--- src/design/mphc_pkg.sv ---
// ----------------------------------------------------------------------------
// mphc_pkg
// Shared types and codes for the meter poll health checker.
// ----------------------------------------------------------------------------
package mphc_pkg;

	localparam int unsigned WORD_W = 24;
	localparam logic [WORD_W-1:0] WORD_ONES = 24'hFF_FFFF;
	localparam logic [3:0] LAST_SLOT = 4'd13;

	// register addresses (byte address bits [3:2])
	localparam logic [1:0] REG_RESET_STATUS_MASK = 2'd0;
	localparam logic [1:0] REG_INTERVAL_SAMPLES = 2'd1;
	localparam logic [1:0] REG_INTERVAL_TRIES_LIMIT = 2'd2;
	localparam logic [1:0] REG_CLEAR_TRIES_LIMIT = 2'd3;

	// register reset values
	localparam logic [WORD_W-1:0] RST_RESET_STATUS_MASK = 24'h80_0000;
	localparam logic [WORD_W-1:0] RST_INTERVAL_SAMPLES = 24'd331;
	localparam logic [3:0] RST_INTERVAL_TRIES_LIMIT = 4'd2;
	localparam logic [3:0] RST_CLEAR_TRIES_LIMIT = 4'd3;

	// input kind
	localparam logic MODE_BUS_FAIL = 1'b0;
	localparam logic MODE_WORD = 1'b1;

	// error codes
	localparam logic [3:0] ERR_NONE = 4'd0;
	localparam logic [3:0] ERR_BUSY = 4'd1;
	localparam logic [3:0] ERR_TX = 4'd2;
	localparam logic [3:0] ERR_RX = 4'd3;
	localparam logic [3:0] ERR_SPI = 4'd4;
	localparam logic [3:0] ERR_ALL_ZERO = 4'd5;
	localparam logic [3:0] ERR_ALL_ONES = 4'd6;
	localparam logic [3:0] ERR_NO_LINK = 4'd7;
	localparam logic [3:0] ERR_STALE = 4'd8;

	// bus error codes
	localparam logic [1:0] BERR_BUSY = 2'd0;

	// housekeeping actions
	localparam logic [1:0] FIX_NONE = 2'd0;
	localparam logic [1:0] FIX_INTERVAL = 2'd1;
	localparam logic [1:0] FIX_CLEAR = 2'd2;

	typedef struct packed {
		logic [WORD_W-1:0] reset_status_mask;
		logic [WORD_W-1:0] interval_samples;
		logic [3:0] interval_tries_limit;
		logic [3:0] clear_tries_limit;
	} mphc_cfg_t;

	typedef struct packed {
		logic mode;
		logic [1:0] bus_error;
		logic [3:0] word_index;
		logic [WORD_W-1:0] word_value;
	} mphc_item_t;

	typedef struct packed {
		logic [WORD_W-1:0] fix_data;
		logic [1:0] fix_action;
		logic [3:0] error_code;
		logic bus_busy;
		logic meter_alive;
		logic link_good;
		logic poll_ok;
	} mphc_result_t;

endpackage

--- src/design/mphc_classify.sv ---
// ----------------------------------------------------------------------------
// mphc_classify
// Sweep state and poll classification for one registered item.
// ----------------------------------------------------------------------------
module mphc_classify (
	input  logic clk,
	input  logic arst_n,
	input  logic fire,
	input  mphc_pkg::mphc_item_t item,
	input  mphc_pkg::mphc_cfg_t cfg,
	output logic has_result,
	output mphc_pkg::mphc_result_t result
);
	import mphc_pkg::*;

	logic all_zero_q, all_ones_q;
	logic [WORD_W-1:0] firmware_q, status_q, first_cycle_q;
	logic [3:0] interval_tries_q, clear_tries_q;

	logic is_word, slot_first, slot_last, slot_track;
	logic zero_n, ones_n;
	logic fw_bad, stale, reboot;
	logic int_inc, clr_inc, tries_clr;

	always_comb begin
		is_word = (item.mode == MODE_WORD);
		slot_first = is_word && (item.word_index == 4'd0);
		slot_last = is_word && (item.word_index == LAST_SLOT);
		slot_track = is_word && (item.word_index != 4'd0) && (item.word_index <= LAST_SLOT);
		// flags including the current word
		zero_n = all_zero_q & (item.word_value == '0);
		ones_n = all_ones_q & (item.word_value == WORD_ONES);
		fw_bad = (firmware_q == '0) || (firmware_q == WORD_ONES);
		stale = (item.word_value == first_cycle_q);
		reboot = |(status_q & cfg.reset_status_mask);

		has_result = !is_word || slot_last;
		result = '0;
		int_inc = 1'b0;
		clr_inc = 1'b0;
		tries_clr = 1'b0;

		if (!is_word) begin
			result.bus_busy = (item.bus_error == BERR_BUSY);
			result.error_code = {2'd0, item.bus_error} + 4'd1;
		end else if (zero_n) begin
			result.error_code = ERR_ALL_ZERO;
		end else if (ones_n) begin
			result.error_code = ERR_ALL_ONES;
		end else if (fw_bad) begin
			result.error_code = ERR_NO_LINK;
		end else if (stale) begin
			result.link_good = 1'b1;
			result.error_code = ERR_STALE;
		end else begin
			result.poll_ok = 1'b1;
			result.link_good = 1'b1;
			result.meter_alive = 1'b1;
			result.error_code = ERR_NONE;
			priority if (!reboot) begin
				tries_clr = slot_last;
			end else if (interval_tries_q < cfg.interval_tries_limit) begin
				int_inc = slot_last;
				result.fix_action = FIX_INTERVAL;
				result.fix_data = cfg.interval_samples;
			end else if (clear_tries_q < cfg.clear_tries_limit) begin
				clr_inc = slot_last;
				result.fix_action = FIX_CLEAR;
				result.fix_data = cfg.reset_status_mask;
			end else begin
				// tries spent: no write, counters hold
			end
		end
	end

	always_ff @(posedge clk or negedge arst_n) begin
		if (!arst_n) begin
			all_zero_q <= 1'b1;
			all_ones_q <= 1'b1;
			firmware_q <= '0;
			status_q <= '0;
			first_cycle_q <= '0;
			interval_tries_q <= '0;
			clear_tries_q <= '0;
		end else if (fire) begin
			if (!is_word || slot_first || slot_last) begin
				all_zero_q <= 1'b1;
				all_ones_q <= 1'b1;
			end else if (slot_track) begin
				all_zero_q <= zero_n;
				all_ones_q <= ones_n;
			end
			if (slot_first) first_cycle_q <= item.word_value;
			if (is_word && item.word_index == 4'd1) firmware_q <= item.word_value;
			if (is_word && item.word_index == 4'd2) status_q <= item.word_value;
			if (tries_clr) begin
				interval_tries_q <= '0;
				clear_tries_q <= '0;
			end
			if (int_inc) interval_tries_q <= interval_tries_q + 4'd1;
			if (clr_inc) clear_tries_q <= clear_tries_q + 4'd1;
		end
	end

endmodule

--- config.mk ---
export PLATFORM = sky130hd
export DESIGN_NAME = mphc_classify
export DESIGN_NICKNAME = d
export VERILOG_FILES = /design/src/design/mphc_pkg.sv /design/src/design/mphc_classify.sv
export SDC_FILE = /design/constraint.sdc
export NUM_CORES = 1
export LEC_CHECK = 0
export BUFFER_PORTS_ARGS = -buffer_cell sky130_fd_sc_hd__buf_2
export CORE_MARGIN = 2
export CORE_UTILIZATION = 53
export DETAILED_ROUTE_END_ITERATION = 10
export MAX_ROUTING_LAYER = met4
export PLACE_DENSITY = 0.81
export SKIP_LAST_GASP = 1
export SYNTH_ARGS = -nofsm -noshare
export SYNTH_HDL_FRONTEND = slang
export SYNTH_SLANG_ARGS = --single-unit
--- constraint.sdc ---
create_clock -name clk -period 2.5 [get_ports clk]
set_input_delay 0.25 -clock clk [delete_from_list [all_inputs] [get_ports clk]]
set_output_delay 0.25 -clock clk [all_outputs]
set_load 0.01 [all_outputs]
=== Yosys cells after proc, flatten, opt, wreduce, memory -nomap -nowiden ===
Cells that the tools add are included.

* Logic and storage cells: 95
* Flip-flop bits (word level): 82
* Output and inout bits: 35
* Input bits: 90

* Bitwise gates (word level): 3
* Mux-type cells: 47
* $lt $le $gt $ge: 3
* Reduce and logical (&&, ||, !) cells: 26
* Add/subtract/negate cells: 3
* Equality and inequality tests: 6

{| class="wikitable"
|+ Operators with widths
! cell !! count
|-
| $mux 26 || 8
|-
| $eq 24x24->1 const B || 2
|-
| $logic_not 24->1 || 2
|-
| $mux 4 || 8
|-
| $mux 1 || 27
|-
| $and 24x24->24 || 1
|-
| $eq 24x24->1 || 1
|-
| $reduce_or 24->1 || 1
|-
| $mux 3 || 4
|-
| $reduce_and 2->1 || 6
|-
| $add 4x1->4 const B || 2
|-
| $lt 4x4->1 || 2
|-
| $logic_and 1x1->1 || 6
|-
| $reduce_bool 2->1 || 3
|-
| $eq 4x1->1 const B || 1
|-
| $eq 4x2->1 const B || 1
|-
| $eq 4x4->1 const B || 1
|-
| $le 4x4->1 const B || 1
|-
| $logic_not 4->1 || 1
|-
| $logic_or 1x1->1 || 4
|-
| $reduce_bool 4->1 || 1
|-
| $add 2x1->3 const B || 1
|-
| $and 1x1->1 || 2
|-
| $logic_not 2->1 || 1
|-
| $logic_not 1->1 || 1
|}

=== Longest topological paths before layout ===
Gate-level depths: netlist of run 1.

* Depth after elaboration: 12
* Depth in mapped cells: 8
* Mapped depth without buffers: 7

=== Least setup slack after synthesis of run 1 ===
Ideal clock, no wire load.

* Path kind: register to output
* From: reg interval_tries_q[3]
* To: out result[25] (netlist bit)
* Stages on the path, launching flop included: 7
* Required time: 2250 ps
* Setup slack: 333 ps
* Arrival time: 1917 ps
* Buffers on the path: 1
* Path through: dfrtp_1 > ha_1 > a21o_1 > a31o_2 > nor4_4 > buf_6 > a22o_1

{| class="wikitable"
|+ RTL lines
! item !! line !! text
|-
| start, declared || mphc_classify.sv:18 || <nowiki>logic [3:0] interval_tries_q, clear_tries_q;</nowiki>
|-
| start signal, assigned || mphc_classify.sv:100 || <nowiki>if (int_inc) interval_tries_q <= interval_tries_q + 4'd1;</nowiki>
|-
| end, declared || mphc_classify.sv:12 || <nowiki>output mphc_pkg::mphc_result_t result</nowiki>
|}

==> results.toml, run 1 <==
[outcome]
status = "finished, violations left"
violations = "setup timing"

[yosys]
ys_seq_area_share_pct = 45.71
synth_xor_area_share_pct = 4.677
syn_avg_cell_area_um2 = 11.89
synth_compound_area_share_pct = 13.08
ys_warn_count = 0
synth_top_family_by_area = "multiplexers"
ys_ff_latch = 82
synthesis.nets = 478
postSynth.asyncResetShare_pct = 100.0
synth_edf_count = 0
syn_area_mm2 = 0.004494
synth-simple-area-share_pct = 12.44
syn_inst = 378
synth-adder-area-share_pct = 2.784
muxShareOfSynthArea_pct = 18.29
synthFlopType = "dfrtp_1"
yosysUniqueCellTypes = 47

[routing]
wl_um = 13840
drc = 0
postRouteAntennaNets = 0
vias_per_cell = 6.161
vias = 4128
drt_iter0_drc = 327
drtPass1Iterations = 6
wl_per_cell_um = 20.66

[clock_network]
clk_latency_ns = 0.35
clk_pin_slew_ns = 0.08
holdBufCountCts = 0
root_buffer = "clkbuf_8"
cts_inserted_buffers = 9
cts_tree = "done"
htree_num_levels = 3
cts.sinks = 82
cts.path.max_buffers = 2

[timing]
timing.fmax_mhz = 373.3
fin_crit_ns = 2.679
finalClockSkew_ns = 0.01010
rsz0062_at_grt = "yes"
slew_headroom_pct = 31.79
min_period_over_period_pct = 107.2
setup_viol = 28
drv_slew = 0
hold_viol_final = 0
tightestPinTransition_ns = 1.023
setup_ws_ns = -0.1790

[flow_run]
max_cap_violations = 0

[floorplan]
rows = 33
die_w_um = 96.09
coreArea_mm2 = 0.008217
die_h_um = 96.09
initial_core_util_pct = 54.70
dieArea_mm2 = 0.009232
io_pins = 125

[critical_path]
critPathMaxFanout = 13
critPathCaptureType = "output port"
r2r_cells = 11
reg2reg_to = "clear_tries_q[0]$_DFFE_PN0P_"
worstPathArrival_ns = 2.43
crit_type = "reg -> out"
timing.rr.start = "firmware_q[12]$_DFFE_PN0P_"
start_kind = "flip-flop"
required_ns = 2.25
r2r_slack_ns = -0.13

[layout]
drive_gt1_share_pct = 53.81
area_growth_pct = 35.52
antenna_cells = 0
final_core_util_pct = 74.13
fin_cells = 670
fin_nets = 660
n_fill_cell = 538

[global_routing]
grt_pass1_wl_um = 19610
grt_max_degree = 83
grt_usage_pct = 29.36
grt_pass1_vias = 3826
antenna_found_initial = 0
grt_overflow = 0

[pwr]
vdd_drop_max_mv = 0.3619
p_leak_uw = 0.002975
report.power.total_uw = 3527
p_per_area_mw_per_mm2 = 579.0

[placement]
hpwlAfterDp_um = 9159
portBuffers = 124
dp_cells = 625
globalplace.congestion = 0.9165

[min_path]
hold_path.class = "in -> async"
## worst max-delay path by stage
| stage | startpoint | end | slack [ns] | cells after the start |
|---|---|---|---|---|
| final | first_cycle_q[3]$_DFFE_PN0P_ | result[18] | -0.18 | 9 |
| after global routing | firmware_q[12]$_DFFE_PN0P_ | interval_tries_q[2]$_DFFE_PN0P_ | -0.31 | 11 |
| after CTS | first_cycle_q[3]$_DFFE_PN0P_ | result[11] | -0.13 | 9 |
| after detailed placement | cfg[5] | result[18] | -0.42 | 8 |
| after global placement | cfg[5] | result[14] | -0.24 | 8 |
| after floorplan | interval_tries_q[3]$_DFFE_PN0P_ | result[25] | 0.33 | 6 |
## power by group
| part | switching, uW | internal, uW |
|---|---|---|
| registers | 166 | 1570 |
| logic | 432 | 488 |
| clock network | 456 | 420 |
| total | 1050 | 2470 |
## flip-flops by register name, summed over array words and instances (netlist names)
name	count
interval_tries_q	4
first_cycle_q	24
all_ones_q	1
clear_tries_q	4
firmware_q	24
all_zero_q	1
status_q	24
## placed cells by master, fill, tap and decap left out, drive strengths merged, types with 4 or more instances in the layout
cell type / n
nor4: 25
inv: 10
ha: 10
nor2: 9
nor3: 4
a22oi: 12
xor2: 24
dfrtp: 80
o21ai: 5
nand4: 17
buf: 185
a21oi: 6
a31oi: 4
nand2: 16
o41ai: 4
clkbuf: 15
a22o: 25
o31ai: 7
mux2: 73
## what timing repair did
item / CTS / global route
gates cloned: 3 / 0
setup buffers: 14 / 12
pin swaps: 21 / 12
endpoints found under the setup margin: 31 / 32
resized for setup: 10 / 26
## cell type report
type                            count  area [um2]  area share (%)
Clock buffer                       15       166.4           2.732
Clock inverter                      1       8.758          0.1438
Inverter                           10       37.54          0.6163
Multi-Input combinational cell    272        2500           41.04
Sequential cell                    82        2054           33.73
Tap cell                          105       131.4           2.157
Timing Repair Buffer              185        1192           19.58
## stage by stage
stage	setup TNS [ns]	hold WS (ns)	instance area [um2]	setup WS, ns
floorplan	0	-0.04559	4494	0.3328
global placement	-5.910	0.4835	5416	-0.2414
detailed placement	-10.29	0.4857	5416	-0.4217
CTS	-2.373	0.1056	5849	-0.1283
global route	-7.726	0.1497	6091	-0.3074
finish	-3.503	0.06437	6091	-0.1790
## kinds of logic (layout without fill, tap and decap cells)
kind of cell / after synthesis / in the layout
simple gates: 88 / 91
flops: 82 / 82
compound gates: 74 / 74
mux: 73 / 73
buf+inv: 27 / 211
xor+xnor: 24 / 24
fa+ha+maj: 10 / 10
## cell usage after synthesis, types with 4 or more instances
master / count / share of area (%)
dfrtp_1: 80 / 45
mux2_2: 73 / 18
a22o_1: 25 / 4.9
xor2_1: 24 / 4.7
nor4_1: 19 / 2.6
nand2_1: 16 / 1.3
nand4_1: 16 / 2.2
a22oi_1: 12 / 2.0
ha_1: 10 / 2.8
inv_1: 10 / 0.84
nor2_1: 8 / 0.67
clkbuf_1: 7 / 0.58
o31ai_1: 7 / 1.2
a21oi_1: 6 / 0.67
buf_2: 6 / 0.67
a31oi_1: 4 / 0.56
nor3_1: 4 / 0.45
o41ai_1: 4 / 0.78
## critical path: stages (launching register included)
cell     delay (ns)
dfrtp_1        0.39
xor2_1         0.16
nor4_2         0.35
nand4_2        0.21
o21ai_4        0.22
buf_4          0.16
nor4_4         0.05
buf_12         0.15
a22o_1         0.24
buf_2          0.14
## routing by layer
layer | wire (um) | track usage (%) | share of wire [%]
met1 | 5196 | 35.78 | 38
met2 | 6913 | 46.99 | 50
met3 | 1129 | 5.560 | 8.2
met4 | 602 | 14.40 | 4.3
met5 | 0 | - | 0
Note: power is estimated with default switching activity, not from simulation.
==> run 2: changes to the inputs <==
--- a/config.mk
+++ b/config.mk
@@ -12,4 +12,5 @@
 export MAX_ROUTING_LAYER = met4
 export PLACE_DENSITY = 0.81
+export RECOVER_POWER = 25
 export SKIP_LAST_GASP = 1
 export SYNTH_ARGS = -nofsm -noshare
==> constraint.sdc (replaced) <==
create_clock -name clk -period 2.5 [get_ports clk]
set_input_delay 0.5 -clock clk [delete_from_list [all_inputs] [get_ports clk]]
set_output_delay 0.5 -clock clk [all_outputs]
set_load 0.01 [all_outputs]
==> run 2 against run 1 <==
  * The run still ends with setup timing left
  * Global-route usage rose by 3.5 points
  * Sequential share of layout area fell by 1.8 points
  * Via count rose by 4.7%
  * Sequential power barely moved
  * First-iteration DRC count rose by 4.3%
  * Hold slack improved by 0.33 ns
  * Worst setup slack got worse by 0.33 ns
  * Highest routed layer unchanged
==> results.toml, run 2 (same netlist as run 1, synthesis figures left out) <==
[placement]
portBuffers = 124
postPlaceCellArea_mm2 = 0.005786
hpwlAfterDp_um = 9930
globalplace.congestion = 0.9739

[routing]
vias = 4324
wl_um = 14760
drtPass1Iterations = 5
postRouteAntennaNets = 0
vias_per_cell = 6.160
drt_iter0_drc = 341
drc = 0
wl_per_cell_um = 21.03

[outcome]
status = "finished, violations left"
violations = "setup timing"

[clock_network]
cts.sinks = 82
cts_inserted_buffers = 9
clk_latency_ns = 0.36
htree_num_levels = 3
clk_pin_slew_ns = 0.09
root_buffer = "clkbuf_8"
holdBufCountCts = 0
cts.path.max_buffers = 2
cts_tree = "done"

[layout]
fin_nets = 692
n_fill_cell = 492
top_regs = "firmware_q x24, first_cycle_q x24, status_q x24"
layout_commonest_cell = "buf_2"
antenna_cells = 0
layout_common_cells = "buf_2, buf_4, dfrtp_1"
finalInstanceArea_mm2 = 0.006437
area_growth_pct = 43.23
drive_gt1_share_pct = 58.46

[global_routing]
grt_pass1_vias = 4272
grt_overflow = 0
grt_usage_pct = 32.83
antenna_found_initial = 0
grt_max_degree = 48
grt_pass1_wl_um = 21870

[floorplan]
io_pins = 125
die_h_um = 96.09
rows = 33
dieArea_mm2 = 0.009232
coreArea_mm2 = 0.008217
die_w_um = 96.09
initial_core_util_pct = 54.70

[critical_path]
r2r_slack_ns = 0.10
critPathLaunch = "firmware_q[15]$_DFFE_PN0P_"
critPathMaxFanout = 4
crit_chain = "nand4_1 > nor4_1 > nand2_1 > nand4b_4 > buf_6 > nor4_4 > buf_6 > clkbuf_16 > a22o_1 > buf_2"
worstSetupEndpoint = "result[24]"
cp_slowest_cell = "dfrtp_1"
worstPathArrival_ns = 2.50
reg2reg_to = "interval_tries_q[1]$_DFFE_PN0P_"
start_kind = "flip-flop"
path_common_cell = "buf_6"
required_ns = 2.00
critPathCaptureType = "output port"
timing.rr.start = "status_q[0]$_DFFE_PN0P_"
cpPeakStageDelay_ns = 0.46
r2r_cells = 8
crit_type = "reg -> out"

[timing]
fin_hold_ws_ns = 0.3967
fin_setup_tns_ns = -13.49
timing.fmax_mhz = 332.8
drv_slew = 0
rsz0062_at_grt = "yes"
setup_ws_ns = -0.5048
min_period_over_period_pct = 120.2
finalClockSkew_ns = 0.006163
fin_crit_ns = 3.005
slew_headroom_pct = 15.57
tightestPinTransition_ns = 1.266
hold_viol_final = 0
setup_viol = 33

[pwr]
report.power.total_uw = 4057
switching_power_uw = 1162
p_int_uw = 2895
p_per_area_mw_per_mm2 = 630.2
clockPowerShare_pct = 32.0
netSwitchingFraction_pct = 28.63
p_leak_uw = 0.003143
seqPwrFrac_pct = 43.4
comb_power_share_pct = 24.6
vdd_drop_max_mv = 0.5655

[flow_run]
max_cap_violations = 0

[min_path]
hold_path.class = "in -> async"
## run 2: changes by cell type in the layout (fill, tap and decap cells not counted), sizes merged
cell,delta
clkinv,-1
bufinv,+4
clkinvlp,+1
inv,+1
clkbuf,-3
buf,+32
nor4,-2
## run 2: layout make-up
cell class	instances	area [um2]	share of cell area [%]
repair buffers	219	1424	22.12
multi-input cells	270	2507	38.95
inverters	10	45.04	0.6997
well taps	105	131.4	2.041
clock inverters	6	136.4	2.119
flip-flops and latches	82	2056	31.93
clock buffers	10	137.6	2.138
## run 2: through the flow
| step | std cells | worst slack (ns) | utilization [%] |
|---|---|---|---|
| after floorplan | 378 | -0.0002076 | - |
| after global placement | 662 | -0.5917 | 70.41 |
| after detailed placement | 662 | -0.7131 | 70.41 |
| after CTS | 698 | -0.4169 | 77.02 |
| after global routing | 702 | -0.5452 | 78.35 |
| final | 702 | -0.5048 | 78.35 |
## run 2: worst min-delay path by stage
stage                                   startpoint                            to  slack, ns  cells after the start
after floorplan                             arst_n  clear_tries_q[0]$_DFFE_PN0P_       0.20                      0
final                                       arst_n      status_q[20]$_DFFE_PN0P_       0.40                      1
after global placement    status_q[16]$_DFFE_PN0P_      status_q[16]$_DFFE_PN0P_       0.49                      1
after global routing                       item[2]  first_cycle_q[2]$_DFFE_PN0P_       0.44                      2
after CTS                                   arst_n  first_cycle_q[9]$_DFFE_PN0P_       0.17                      1
after detailed placement   status_q[3]$_DFFE_PN0P_       status_q[3]$_DFFE_PN0P_       0.50                      1
## run 2: timing repair
action / 4_1_cts / 5_1_grt
buffers inserted: 21 / 8
resized for setup: 21 / 16
gates cloned: 1 / 1
setup endpoints to repair: 33 / 33
pin swaps: 16 / 15
## run 2: power by group through the flow
stage               clock [uW]  combinational (uW)  sequential, uW
global route              1360                1070            1790
CTS                       1300                 939            1730
detailed placement           0                 878            1750
global placement             0                 843            1730
floorplan                    0                 503            1700
finish                    1300                 996            1760
## run 2: worst max-delay path, delay by kind of cell, from the launching register on
kind | cells | cell delay, ns
AND/OR/NAND/NOR | 5 | 0.94
buffers and inverters | 4 | 0.54
AO/OA/AOI/OAI | 1 | 0.20
flip-flops | 1 | 0.46
## run 2: per-layer routing
layer | global-route usage (%) | wire [um]
met5 | - | 0
met4 | 16.07 | 624
met3 | 4.777 | 1105
met2 | 54.05 | 7349
met1 | 39.63 | 5684
